[config.mk]
export PLATFORM = sky130hd
export DESIGN_NAME = dimu_nbr_addr
export DESIGN_NICKNAME = d
export VERILOG_FILES = /design/src/rtl/core/dimu_pkg.sv /design/src/rtl/core/dimu_nbr_addr.sv
export SDC_FILE = /design/constraint.sdc
export NUM_CORES = 1
export LEC_CHECK = 0
export BUFFER_PORTS_ARGS = -buffer_cell sky130_fd_sc_hd__buf_2
export CORE_ASPECT_RATIO = 1.25
export CORE_MARGIN = 10
export CORE_UTILIZATION = 53
export DETAILED_ROUTE_END_ITERATION = 6
export MAX_ROUTING_LAYER = met4
export PLACE_DENSITY = 0.78
export RECOVER_POWER = 25
export SLEW_MARGIN = 10
export SYNTH_ARGS = -nofsm -noshare
export SYNTH_HDL_FRONTEND = slang
export SYNTH_SLANG_ARGS = --single-unit
[constraint.sdc]
create_clock -name clk_i -period 2.5 [get_ports clk_i]
set_input_delay 0.625 -clock clk_i [delete_from_list [all_inputs] [get_ports clk_i]]
set_output_delay 0.625 -clock clk_i [all_outputs]
set_load 0.01 [all_outputs]
[src/rtl/core/dimu_pkg.sv]
// shared constants, codes and types of the ising update unit
// no dependencies
`timescale 1ns / 1ps

package dimu_pkg;

  localparam int unsigned SIDE   = 128;
  localparam int unsigned NSITES = SIDE * SIDE;
  localparam int unsigned ADDR_W = $clog2(NSITES);
  localparam int unsigned RC_W   = $clog2(SIDE);

  localparam int unsigned REQ_W  = 2;
  localparam int unsigned SITE_W = 14;
  localparam int unsigned SPIN_W = 2;
  localparam int unsigned SLOT_W = 5;
  localparam int unsigned THR_W  = 17;
  localparam int unsigned RND_W  = 16;
  localparam int unsigned NSUM_W = 4;
  localparam int unsigned MAG_W  = 16;

  localparam int unsigned NSLOTS = 18;
  localparam logic [THR_W-1:0] THR_ONE = THR_W'(65536);

  // row = (site * RECIP) >> RECIP_SHIFT, exact for 16-bit sites and SIDE up to 256
  localparam int unsigned RECIP_SHIFT = 24;
  localparam int unsigned RECIP_W     = 23;
  localparam logic [RECIP_W-1:0] RECIP = RECIP_W'((1 << RECIP_SHIFT) / SIDE + 1);
  localparam int unsigned PROD_W      = SITE_W + RECIP_W;

  localparam logic [REQ_W-1:0] REQ_WRITE = 2'd0;
  localparam logic [REQ_W-1:0] REQ_READ  = 2'd1;
  localparam logic [REQ_W-1:0] REQ_TABLE = 2'd2;
  localparam logic [REQ_W-1:0] REQ_FLIP  = 2'd3;

  localparam int unsigned STEP_W = 3;
  localparam logic [STEP_W-1:0] STEP_CTR   = 3'd0;
  localparam logic [STEP_W-1:0] STEP_RIGHT = 3'd1;
  localparam logic [STEP_W-1:0] STEP_LEFT  = 3'd2;
  localparam logic [STEP_W-1:0] STEP_UP    = 3'd3;
  localparam logic [STEP_W-1:0] STEP_DOWN  = 3'd4;

  typedef struct packed {
    logic              div_en;
    logic              col_en;
    logic [STEP_W-1:0] step;
  } addr_ctl_t;

endpackage

[src/rtl/core/dimu_nbr_addr.sv]
// site to row and column split and wrapped neighbour address generation
// depends on dimu_pkg
`timescale 1ns / 1ps

module dimu_nbr_addr (
  input  logic                              clk_i,
  input  dimu_pkg::addr_ctl_t               ctl_i,
  input  logic [dimu_pkg::SITE_W-1:0]       site_i,
  output logic [dimu_pkg::ADDR_W-1:0]       addr_o
);

  logic [dimu_pkg::PROD_W-1:0] prod;
  logic [dimu_pkg::RC_W-1:0]   row_q;
  logic [dimu_pkg::RC_W-1:0]   col_q;
  logic [dimu_pkg::RC_W-1:0]   col_d;
  logic [dimu_pkg::ADDR_W-1:0] row_base;
  logic [dimu_pkg::RC_W-1:0]   col_r, col_l, row_u, row_dn;
  logic [dimu_pkg::RC_W-1:0]   sel_row, sel_col;

  assign prod = dimu_pkg::PROD_W'(site_i) * dimu_pkg::PROD_W'(dimu_pkg::RECIP);

  // remainder from the registered quotient
  assign row_base = dimu_pkg::ADDR_W'(row_q) * dimu_pkg::ADDR_W'(dimu_pkg::SIDE);
  assign col_d    = dimu_pkg::RC_W'(dimu_pkg::ADDR_W'(site_i) - row_base);

  always_ff @(posedge clk_i) begin
    if (ctl_i.div_en) begin
      row_q <= prod[dimu_pkg::RECIP_SHIFT +: dimu_pkg::RC_W];
    end
    if (ctl_i.col_en) begin
      col_q <= col_d;
    end
  end

  // periodic wrap on all four sides
  always_comb begin
    col_r  = (col_q == dimu_pkg::RC_W'(dimu_pkg::SIDE - 1)) ? '0 : col_q + 1'b1;
    col_l  = (col_q == '0) ? dimu_pkg::RC_W'(dimu_pkg::SIDE - 1) : col_q - 1'b1;
    row_dn = (row_q == dimu_pkg::RC_W'(dimu_pkg::SIDE - 1)) ? '0 : row_q + 1'b1;
    row_u  = (row_q == '0) ? dimu_pkg::RC_W'(dimu_pkg::SIDE - 1) : row_q - 1'b1;
    case (ctl_i.step)
      dimu_pkg::STEP_RIGHT: begin
        sel_row = row_q;
        sel_col = col_r;
      end
      dimu_pkg::STEP_LEFT: begin
        sel_row = row_q;
        sel_col = col_l;
      end
      dimu_pkg::STEP_UP: begin
        sel_row = row_u;
        sel_col = col_q;
      end
      dimu_pkg::STEP_DOWN: begin
        sel_row = row_dn;
        sel_col = col_q;
      end
      default: begin
        sel_row = row_q;
        sel_col = col_q;
      end
    endcase
    addr_o = dimu_pkg::ADDR_W'(sel_row) * dimu_pkg::ADDR_W'(dimu_pkg::SIDE)
           + dimu_pkg::ADDR_W'(sel_col);
  end

endmodule

Word level (Yosys, flattened, before mapping)
Cells that the tools add are included.

operators by class
  add/subtract/negate cells = 6
  multipliers = 1
  divide/modulo/power cells = 0
  order comparisons = 0
  eq/ne operators = 6
  shift-type cells = 0
  mux-type cells = 6
  bitwise gates (word level) = 0
  reduce and logical (&&, ||, !) cells = 2

operators with widths
  cell                    count
  $mul 14x18->31 const B  1
  $mux 7                  4
  $pmux 7 s2              2
  $sub 7x1->7 const B     3
  $add 14x7->14           1
  $add 7x1->7 const B     2
  $eq 7x7->1 const B      2
  $logic_not 7->1         2
  $eq 3x2->1 const B      2
  $eq 3x1->1 const B      1
  $eq 3x3->1 const B      1

word-level totals
  bits in registers = 14
  latch bits = 0
  bits in writable memories = 0
  ROM bits = 0
  output and inout port bits = 14
  logic and storage cells = 23
  memories kept = 0

Logic depth before layout (Yosys ltp)
  depth after elaboration = 4
  mapped depth = 6
  gate-level depth less buffers = 6

Worst setup path before layout
OpenSTA, ideal clock, no wires.

  path type = input -> output
  start = input port ctl_i[2] (netlist bit)
  end = output port addr_o[3] (netlist bit)
  arrival = 1.743 ns
  path slack = 0.132 ns
  stages on the path = 5
  path buffers = 1
  path through = buf_2 -> or3b_4 -> a41oi_4 -> a41oi_2 -> a22oi_2

on the way
  word-level cells in the longest chain between the ends = 3

RTL lines
  what                                      RTL line             RTL
  from (decl)                               dimu_nbr_addr.sv:7   input dimu_pkg::addr_ctl_t ctl_i,
  $eq 3x2->1 or $eq 3x1->1 (tied branches)  dimu_nbr_addr.sv:41  case (ctl_i.step)
  $pmux 7 s2 (*)                            dimu_nbr_addr.sv:41
  $add 14x7->14 (*)                         dimu_nbr_addr.sv:64  + dimu_pkg::ADDR_W'(sel_col);
  to (decl)                                 dimu_nbr_addr.sv:9   output logic [dimu_pkg::ADDR_W-1:0] addr_o

Mark *: on every way between the ends. The rest lies on a longest branch, timed or not.

Worst setup path after layout
  start = input port ctl_i[2] (netlist bit)
  end = output port addr_o[2] (netlist bit)

The elaborated chain is that of the path after synthesis.

==> impl_metrics.toml <==
[yosys]
synth-compound-area-share_pct = 26.8
synth_top_family_by_area = "simple AND/OR/NAND/NOR gates"
dominantRegCellSynth = "edfxtp_1"
netlist_instances = 154
seq_area_frac_synth_pct = 30.6
synth.top_cell.area_share_pct = 30.6
syn_area_um2 = 1370
synth_xor_area_share_pct = 2.55
synth_mux_area_share_pct = 0.820
avgSynthCellArea_um2 = 8.92
synth.largest_area_cell = "edfxtp_1"
syn-num-nets = 180
synth.area.top_cells = "edfxtp_1 31%, ha_1 5.5%, nor2_1 4.4%"
ys_warn_count = 0
synth_cell_types = 58
ys_ff_latch = 14
synthSimpleGateAreaFrac_pct = 27.3
synth_edf_count = 14
synth_fa_ha_area_share_pct = 5.46
async_flop_share_pct = 0

[timing]
final-setup-viol-count = 1
slew_headroom_pct = 77.1
layout_min_cycle_time_ps = 2500
grt_setup_unrepaired = "true"
tightest_slew_ps = 344
hold_viol = 0
timing.fmax_ghz = 0.400
worst_slack_ps = -2.23
drv_slew = 0
fin_crit_sh_pct = 100

[run]
cap_viol_max_count = 0

[worst_setup_path]
cp-endpoint = "addr_o[2]"
critPathTopFamily = "compound AO/OA/AOI/OAI gates"
critical-path-max-stage-delay_ps = 290
worst-path-buf-inv = 3
crit_path_start_kind = "input port"
crit_path_cell_trace = "buf_8 > buf_4 > nor3b_2 > nor2_1 > o21ai_0 > o221ai_1 > buf_2"
crit_required_ps = 1880
path_depth = 7
worstPathArrival_ps = 1880
crit_start = "ctl_i[2]"
cp_max_fo = 4
criticalPathCategory = "input port to primary output"
crit_slowest_cell = "nor3b_2"
cp-end-kind = "primary output"

[detailed_routing]
vias = 1457
drtPass1Iterations = 4
ant_nets = 0
post_drt_via_cell_ratio = 6.02
routed_wl_mm = 3.98
drtIter0Drc = 134
drc = 0
drt-wirelength-per-cell_um = 16.5

[clocking]
cts_tree = "yes"
hold_buffers = 0
root_buffer = "clkbuf_4"
cts_num_sinks = 14
clockBufferDepth = 2
cts_buffers = 3
htreeDepth = 1
path_clk_slew_ps = 80

[placement]
place_congestion = 0.897
portBuffers = 33
pre_cts_slack_ps = -26.6
dp.cells = 232
dp_hpwl_mm = 2.90
dpl_cell_area_um2 = 1710

[final_layout]
diodes = 0
drive_gt1_share_pct = 51.2
nNetsFinal = 236
fin_cells = 242
final_area_um2 = 1990
final_util_pct = 81.1
area_growth_pct = 44.8

[status]
outcome = "finished, violations left"
violations = "negative setup slack"

[floorplan]
dieArea_um2 = 5040
die_h_um = 76.9
rows = 20
die_x_um = 65.5
io_pins = 34
initial_utilization_pct = 56.0
core_area_um2 = 2450

[global_route]
first_global_vias = 1287
antenna_found_initial = 0
grt_pass1_wl_mm = 5.78
grt_overflow_total = 0
grt_max_degree = 17
grt_use_total_pct = 13.7

[power_and_ir_drop]
power_mw = 0.737
power_density_nw_per_um2 = 370
p_leak_nw = 0.787
ir_drop_uv = 386

[min_path]
min_path_type = "input port to register"
## stage by stage
step	hold slack, ps	TNS [ps]
floorplan	724	0
global placement	801	0
detailed placement	803	-29.1
CTS	511	-27.2
global route	507	-309
finish	522	-2.23
## Yosys cell counts (all sizes together), types with 5 or more instances
cell and number:
nand3 8, buf 8, a21oi 10, inv 6, edfxtp 14, nand4 5
nor2 16, o21ai 12, ha 6
## flip-flops by register name, summed over array words and instances (netlist names)
register	count
col_q	7
row_q	7
## layer usage
layer | GRT usage, % | share of wire [%] | wire (µm)
met5 | - | 0 | 0
met3 | 3.49 | 8.5 | 339
met4 | 2.58 | 0.20 | 8
met2 | 22.6 | 50 | 1990
met1 | 16.4 | 41 | 1640
## what timing repair did
item / 4_1_cts / 5_1_grt
buffers inserted: 2 / 4
gates resized for setup: 8 / 44
pin swaps: 2 / 12
endpoints found under the setup margin: 7 / 11
endpoints found under the hold margin: 0 / 0
## cell type report
class | count | area, µm²
timing repair buffer | 63 | 442
tap | 33 | 41.3
inverter | 6 | 22.5
clock inverter | 1 | 3.75
multi-input combinational | 122 | 1040
clock buffer | 3 | 22.5
sequential | 14 | 420
fill | 180 | 463
## layout by cell type, fill, tap and decap left out, types with 3 or more instances in the layout
cell type and count:
buf_4 23, nand3_1 8, a21oi_1 6, nand3b_1 4
o21ai_0 8, nand4_1 5, a21oi_2 4, o21ai_1 4
ha_4 3, nor2_1 13, nor2_4 3, clkbuf_4 3
buf_6 7, inv_1 3, buf_2 31, xnor2_1 3
inv_2 3, nand2b_1 3, edfxtp_1 14
## worst min-delay path by stage
stage,start,endpoint,cells after the start,slack (ps)
finish,site_i[1],col_q[1],1,520
global route,site_i[4],col_q[4],1,510
CTS,site_i[2],col_q[2],1,510
detailed placement,site_i[6],col_q[6],1,800
global placement,site_i[6],col_q[6],1,800
floorplan,site_i[0],col_q[0],0,720
## power by group
part           switching [mW]  internal (mW)
Clock                  0.0632         0.0578
Sequential             0.0219          0.280
Combinational           0.159          0.155
Total                   0.244          0.492
## cells by family (layout without fill, tap and decap cells)
group	after synthesis	in the layout
simple gates	62	62
buf+inv	18	73
mux	1	1
fa+ha+maj	6	6
xor+xnor	4	4
compound gates	49	49
flops	14	14
Power figures use the tool's default switching activity.
