### src/rtl/core/dimu_ram.sv
// generic single-port ram with registered read
// no dependencies
`timescale 1ns / 1ps

module dimu_ram #(
  parameter int unsigned WIDTH = 2,
  parameter int unsigned DEPTH = 16
) (
  input  logic                     clk_i,
  input  logic                     we_i,
  input  logic                     re_i,
  input  logic [$clog2(DEPTH)-1:0] addr_i,
  input  logic [WIDTH-1:0]         wdata_i,
  output logic [WIDTH-1:0]         rdata_o
);

  logic [WIDTH-1:0] mem_q [DEPTH];

  always_ff @(posedge clk_i) begin
    if (we_i) begin
      mem_q[addr_i] <= wdata_i;
    end
    if (re_i) begin
      rdata_o <= mem_q[addr_i];
    end
  end

endmodule

### config.mk
export PLATFORM = sky130hd
export DESIGN_NAME = dimu_ram
export DESIGN_NICKNAME = d
export VERILOG_FILES = /design/src/rtl/core/dimu_ram.sv
export SDC_FILE = /design/constraint.sdc
export NUM_CORES = 1
export LEC_CHECK = 0
export BUFFER_PORTS_ARGS = -buffer_cell sky130_fd_sc_hd__buf_2
export CAP_MARGIN = 20
export CORE_MARGIN = 8
export CORE_UTILIZATION = 25
export DETAILED_ROUTE_END_ITERATION = 6
export PLACE_DENSITY_LB_ADDON = 0.2
export SKIP_LAST_GASP = 1
export SYNTH_ARGS = -nofsm -noshare
export SYNTH_HDL_FRONTEND = slang
export SYNTH_SLANG_ARGS = --single-unit
### constraint.sdc
create_clock -name clk_i -period 1.8 [get_ports clk_i]
set_clock_uncertainty 0.15 [all_clocks]
set_input_delay 0.36 -clock clk_i [delete_from_list [all_inputs] [get_ports clk_i]]
set_output_delay 0.36 -clock clk_i [all_outputs]
set_load 0.1 [all_outputs]
# [After elaboration in Yosys (flattened, before gate mapping)]
# Memories as Yosys holds them, arrays and structs flattened. A register that Yosys moved wholly into a read port is not among the register bits.
# Index checks and enable logic that the tools add are counted.
[totals] output_inout_bits=2 register_bits=0 ramBits=32 wordCells=3 mem_count=1
[memory_table] name="mem_q" words=16 width=2 rd=1 rd_ports_with_merged_regs=1 write_ports=1 line="17" source="logic [WIDTH-1:0] mem_q [DEPTH];"
[classes] muxes=2
[op_table] operator="1-bit two-way mux" count=2

# [Logic depth before layout (Yosys ltp)]
# Gate-level depths: netlist of run 1.
[logic_depth] ltp_word=2 mapped_depth=5

# [Least setup slack after synthesis of run 1]
# Ideal clock, no wire load.
[synth_timing] kind="in2reg" startpoint="in addr_i[3]" endpoint="mem mem_q[0][0] (enable)" t_arrival_ns=1.211 t_required_ns=1.321 cell_stages=3 path_slack_ns=0.111 path_buffers=1 path_cell_list="clkbuf_1 or3b_2 nor3_1"
[synth_lines] element="start, declared" line="12" source="input logic [$clog2(DEPTH)-1:0] addr_i,"
[synth_lines] element="end, declared" line="17"
# Straight into the memory's write port.

==> results of run 1 <==
layer usage:
layer | routed length, µm | vias up
met3 | 119 | 5
met4 | 56 | 0
met5 | 0 | -
met2 | 1210 | 14
li1 | - | 353
met1 | 1190 | 371
cell usage after synthesis:
cell type,n,share of area [%]
nor3_1,4,1.4
buf_2,1,0.35
edfxtp_1,34,72
mux4_2,5,8.0
a22oi_1,2,1.1
buf_8,1,1.1
or3b_2,1,0.62
nor2_1,13,3.4
nand2_1,3,0.79
mux4_1,3,5.6
nand3_1,5,1.8
nor2b_1,2,0.88
buf_6,1,0.79
nand2b_1,2,0.88
nand3b_1,2,1.1
clkbuf_1,1,0.26
kinds of logic after synthesis:
group / count (synthesis)
flip-flops: 34
AND/OR/NAND/NOR: 32
multiplexers: 8
buffers and inverters: 4
AO/OA/AOI/OAI: 2
area by class of cell:
class	count	area (µm²)
multi-input combinational	42	360
clock inverter	1	30.0
fill	544	3830
clock buffer	7	76.3
timing repair buffer	16	95.1
tap	72	90.1
sequential	34	1020
per-stage QoR:
stage,worst slack (ns),std cells,instance area (µm²),hold slack (ns)
2_1_floorplan,0.111,80,1420,0.309
3_3_place_gp,-0.122,164,1570,0.434
3_5_place_dp,-0.134,164,1570,0.446
4_1_cts,0.170,172,1670,0.144
5_1_grt,0.123,172,1670,0.141
6_report,0.174,172,1670,0.150
worst max-delay path, cell delays in order:
cell and delay (ns):
buf_2 0.24, mux4_1 0.59, a22oi_1 0.20, nand3_1 0.10
state kept, by name, indices dropped and copies added, names as in the netlist:
register  count
mem_q        32
rdata_o       2
worst paths after layout:
kind	from	endpoint
setup / recovery	addr_i[0]	rdata_o[0]$_DFFE_PP_
hold / removal	re_i	rdata_o[1]$_DFFE_PP_
hold reg to reg	mem_q[8][0]$_DFFE_PP_	rdata_o[0]$_DFFE_PP_
setup reg to reg	mem_q[2][0]$_DFFE_PP_	rdata_o[0]$_DFFE_PP_
power groups by stage:
stage                     combinational [W]  clock (W)  sequential, W
after floorplan                   0.0000603          0       0.000940
after global placement             0.000132          0       0.000913
after detailed placement           0.000133          0       0.000913
after CTS                          0.000134   0.000687       0.000896
after global routing               0.000141   0.000722       0.000897
final                              0.000131   0.000670       0.000896
==> metrics.md, run 1 <==
| Metric | Value |
|---|---|
| Status | `completed` |
| Reg2reg path depth | `3` |
| Comb pwr share | `7.7%` |
| Gr usage total | `6.63%` |
| GPL Wtd Cong | `0.716` |
| Die area | `8330 µm²` |
| P_sw | `0.000345 W` |
| Sequential share of power | `52.8%` |
| Syn Std Cell Area | `1420 µm²` |
| RSZ-0062 raised after global routing | `no` |
| Clock sink total | `34` |
| Post-cts resize count | `0` |
| Commonest non-fill, non-tap cell in the layout | `edfxtp_1` |
| H-tree levels | `2` |
| DP Wirelength | `1800 µm` |
| Initial DRC count | `57` |
| Fin util | `30.4%` |
| Number of setup buffers added after CTS | `0` |
| Number of cells on the worst hold path | `1` |
| Final setup vio count | `0` |
| HP Class | `in2reg` |
| Post-route ant nets | `0` |
| Clock Power Share | `39.5%` |
| Simple-Gate Fraction of Synth Area | `10.9%` |
| Clk buf depth | `2` |
| Drt drc | `0` |
| Power Dens Cells | `1010 nW/µm²` |
| Die Wd | `91.3 µm` |
| Hold Fails Final Rpt | `0` |
| Hold Buf Count CTS | `0` |
| Ports | `11` |
| P_int | `0.00135 W` |
| Total power | `0.00170 W` |
| Vias in the first global route | `834` |
| Synth Register Bits | `34` |
| Average cell area after synthesis | `17.7 µm²` |
| Worst-Margin Slew | `0.490 ns` |
| Commonest cells after routing, fill and taps aside | `edfxtp_1 (34), nor2_1 (13), buf_2 (10)` |
| Post-synthesis xor/xnor area fraction | `0%` |
| Crit-path max FO | `11` |
| Relative slew slack | `67.5%` |
| Kind of end point of the critical path | `register` |
| Core Area | `5510 µm²` |
| Vias | `743` |
| Final wirelength | `2570 µm` |
| Die height | `91.3 µm` |
| Area added between synthesis and finish | `18.1%` |
| Max cap viols | `0` |
| Largest net degree at the start of global routing | `17` |
| Count of cell types in the netlist | `16` |
| Net count, final | `108` |
| Num CTS Buffers | `5` |
| Max rail drop VDD | `241 µV` |
| Global route total overflow | `0` |
| Mapped Cells | `80` |
| Switching portion of total power | `20.3%` |
| Final setup TNS | `0 ns` |
| Share of cells above drive strength 1 | `28.0%` |
| Gr busiest metal | `met2` |
| Crit share post-route | `90.3%` |
| Fin crit period | `1.63 ns` |
| Vias per inst | `4.32` |
| Port bufs | `10` |
| Met2 Use GR | `10.3%` |
| Drt pass-1 iters | `4` |
| Std-Cell Rows | `27` |
| First-pass GRT wire length | `4170 µm` |
| Effective utilization at floorplan | `25.7%` |
| Fmax | `0.615 GHz` |
| Pleak | `0.548 nW` |
| Clk root buf | `clkbuf_8` |
| Arrival time at the worst endpoint | `1.50 ns` |
| Main combinational cell family by area after synthesis | `multiplexers` |
| Syn. warnings | `0` |
| Post-synthesis mux area share | `13.5%` |
| M3 GR Usage | `2.88%` |
| Initial antenna violation count | `0` |
| Met1 Use GR | `7.38%` |
| Antenna diodes | `0` |
| Flop2flop setup slack | `0.21 ns` |
| Critical path launch point type | `primary input` |
| TritonCTS clock tree | `built` |
| Critical path data required time | `1.68 ns` |
| Synth Area in Compound Gates | `1.06%` |
| Post-Syn Nets | `89` |
| Clk slew on worst S/H paths | `0.07 ns` |
| Skew-Pair Late Insertion Delay | `0.28 ns` |
| Pins Over Slew Limit | `0` |
| Post-synthesis sequential area ratio | `72.1%` |
| Post-synthesis adder-cell area fraction | `0%` |
| WL/cell | `15.0 µm` |
| CP Class | `in2reg` |
No activity file was read; power rests on OpenSTA's default activity.
==> run 2: changes to the inputs <==
- CORE_ASPECT_RATIO: unset -> 1.2
==> metrics.md, run 2 (synthesis gave the netlist of run 1 again) <==
| Metric | Value |
|---|---|
| Power Dens Cells | `944 nW/µm² (-7.0%)` |
| Drt drc | `0 (unchanged)` |
| Effective utilization at floorplan | `25.5% (-0.23 points)` |
| Flop2flop setup slack | `0.24 ns (+0.03 ns)` |
| Pins Over Slew Limit | `0 (unchanged)` |
| Final setup TNS | `0 ns (unchanged)` |
| Max cap viols | `0 (unchanged)` |
| Clk buf depth | `2 (unchanged)` |
| Num CTS Buffers | `5 (unchanged)` |
| Share of cells above drive strength 1 | `28.7% (+0.71 points)` |
| Vias | `759 (+2.2%)` |
| Fin crit period | `1.56 ns (-0.0628 ns)` |
| Clock sink total | `34 (unchanged)` |
| Initial DRC count | `61 (+7.0%)` |
| Number of setup buffers added after CTS | `0 (unchanged)` |
| Largest net degree at the start of global routing | `17 (unchanged)` |
| Kind of end point of the critical path | `register` |
| DP Wirelength | `1970 µm (+9.2%)` |
| Critical path launch point type | `register` |
| Hold Crit Start | `re_i` |
| Critical path data required time | `1.69 ns (about the same)` |
| Hold Fails Final Rpt | `0 (unchanged)` |
| Final WS setup | `0.237 ns (+0.0628 ns)` |
| Gr usage total | `6.95% (+0.32 points)` |
| Clk root buf | `clkbuf_8` |
| Worst-Margin Slew | `0.494 ns (+0.00375 ns)` |
| Vias per inst | `4.60 (+6.5%)` |
| Vias in the first global route | `829 (-0.60%)` |
| Ports | `11 (unchanged)` |
| TritonCTS clock tree | `built` |
| Commonest non-fill, non-tap cell in the layout | `edfxtp_1` |
| Reg2reg path depth | `3 (unchanged)` |
| Final setup vio count | `0 (unchanged)` |
| Arrival time at the worst endpoint | `1.45 ns (-0.05 ns)` |
| Std-Cell Rows | `30 (+11%)` |
| Core Area | `5560 µm² (+0.89%)` |
| WL/cell | `16.2 µm (+8.4%)` |
| Antenna diodes | `0 (unchanged)` |
| H-tree levels | `2 (unchanged)` |
| Max reg flops | `32 (unchanged)` |
| First-pass GRT wire length | `4340 µm (+4.0%)` |
| Post-route ant nets | `0 (unchanged)` |
| Crit Reg-Reg Startpoint | `mem_q[2][0]$_DFFE_PP_` |
| Die area | `8340 µm² (+0.11%)` |
| HP Class | `in2reg` |
| Net count, final | `109 (+0.93%)` |
| Die height | `98.5 µm (+7.9%)` |
| Post-cts resize count | `0 (unchanged)` |
| Die Wd | `84.7 µm (-7.2%)` |
| Hold Crit Endpoint | `rdata_o[1]$_DFFE_PP_` |
| Worst reg2reg path endpoint | `rdata_o[0]$_DFFE_PP_` |
| Drt pass-1 iters | `4 (unchanged)` |
| Global route total overflow | `0 (unchanged)` |
| Area added between synthesis and finish | `16.2%` |
| Final wirelength | `2680 µm (+4.0%)` |
| Largest reg by FF count | `mem_q` |
| Clk slew on worst S/H paths | `0.07 ns (about the same)` |
| Pleak | `0.542 nW (-0.92%)` |
| Hold Buf Count CTS | `0 (unchanged)` |
| Port bufs | `10 (unchanged)` |
| Crit-path max FO | `1 (-10)` |
| Fin util | `29.6% (-0.76 points)` |
| WHS | `0.144 ns (-0.00626 ns)` |
| RSZ-0062 raised after global routing | `no` |
| Commonest cells after routing, fill and taps aside | `edfxtp_1 (34), nor2_1 (13), buf_2 (10)` |
| CP Class | `reg2reg` |
| Fmax | `0.640 GHz (+4.0%)` |
| Relative slew slack | `67.3% (-0.25 points)` |
| Biggest regs | `mem_q (32), rdata_o (2)` |
| Skew-Pair Late Insertion Delay | `0.29 ns (about the same)` |
| Status | `completed` |
| Dpl ws | `-0.0581 ns (+0.0755 ns)` |
| Max rail drop VDD | `240 µV (-0.29%)` |
| Initial antenna violation count | `0 (unchanged)` |
| Number of cells on the worst hold path | `1 (unchanged)` |
| Crit share post-route | `86.8% (-3.5 points)` |
| GPL Wtd Cong | `0.697 (-2.7%)` |
## run 2: where the power goes
group,switching (W),internal [W],leakage [nW]
Clock,0.000259,0.000265,0.0426
Combinational,0.0000849,0.0000479,0.191
Sequential,0.00000417,0.000892,0.309
## run 2: per-stage QoR
stage	power (W)	cells	area [µm²]
3_5_place_dp	0.00105	157	1560
5_1_grt	0.00161	165	1650
4_1_cts	0.00157	165	1650
6_report	0.00155	165	1650
3_3_place_gp	0.00105	157	1560
2_1_floorplan	0.00100	80	1420
## run 2: metal layers
metal  GRT usage, %  up-vias  routed length, µm
met3           2.41        7                118
met5              0        -                  0
met2           11.7       13               1360
met1           7.01      381               1130
met4           4.95        0                 71
li1               -      358                  -
## run 2: area by class of cell
class / count / area [µm²]
timing repair buffer: 17 / 103
sequential: 34 / 1020
fill: 551 / 3910
multi-input combinational: 42 / 360
clock inverter: 2 / 8.76
clock buffer: 6 / 72.6
tap: 64 / 80.1
## run 2: how the worst max path moves through the flow
stage / start / end / slack [ns] / cells past startpoint
3_3_place_gp: addr_i[0] / rdata_o[1]$_DFFE_PP_ / -0.07 / 4
6_report: mem_q[2][0]$_DFFE_PP_ / rdata_o[0]$_DFFE_PP_ / 0.24 / 3
5_1_grt: mem_q[2][0]$_DFFE_PP_ / rdata_o[0]$_DFFE_PP_ / 0.16 / 3
3_5_place_dp: addr_i[0] / rdata_o[0]$_DFFE_PP_ / -0.06 / 4
2_1_floorplan: addr_i[3] / mem_q[0][0]$_DFFE_PP_ / 0.11 / 3
4_1_cts: mem_q[2][0]$_DFFE_PP_ / rdata_o[0]$_DFFE_PP_ / 0.21 / 3
## run 2: critical path, stage by stage (launching register included)
cell,delay [ns]
edfxtp_1,0.39
mux4_2,0.48
a22oi_1,0.21
nand3_1,0.10
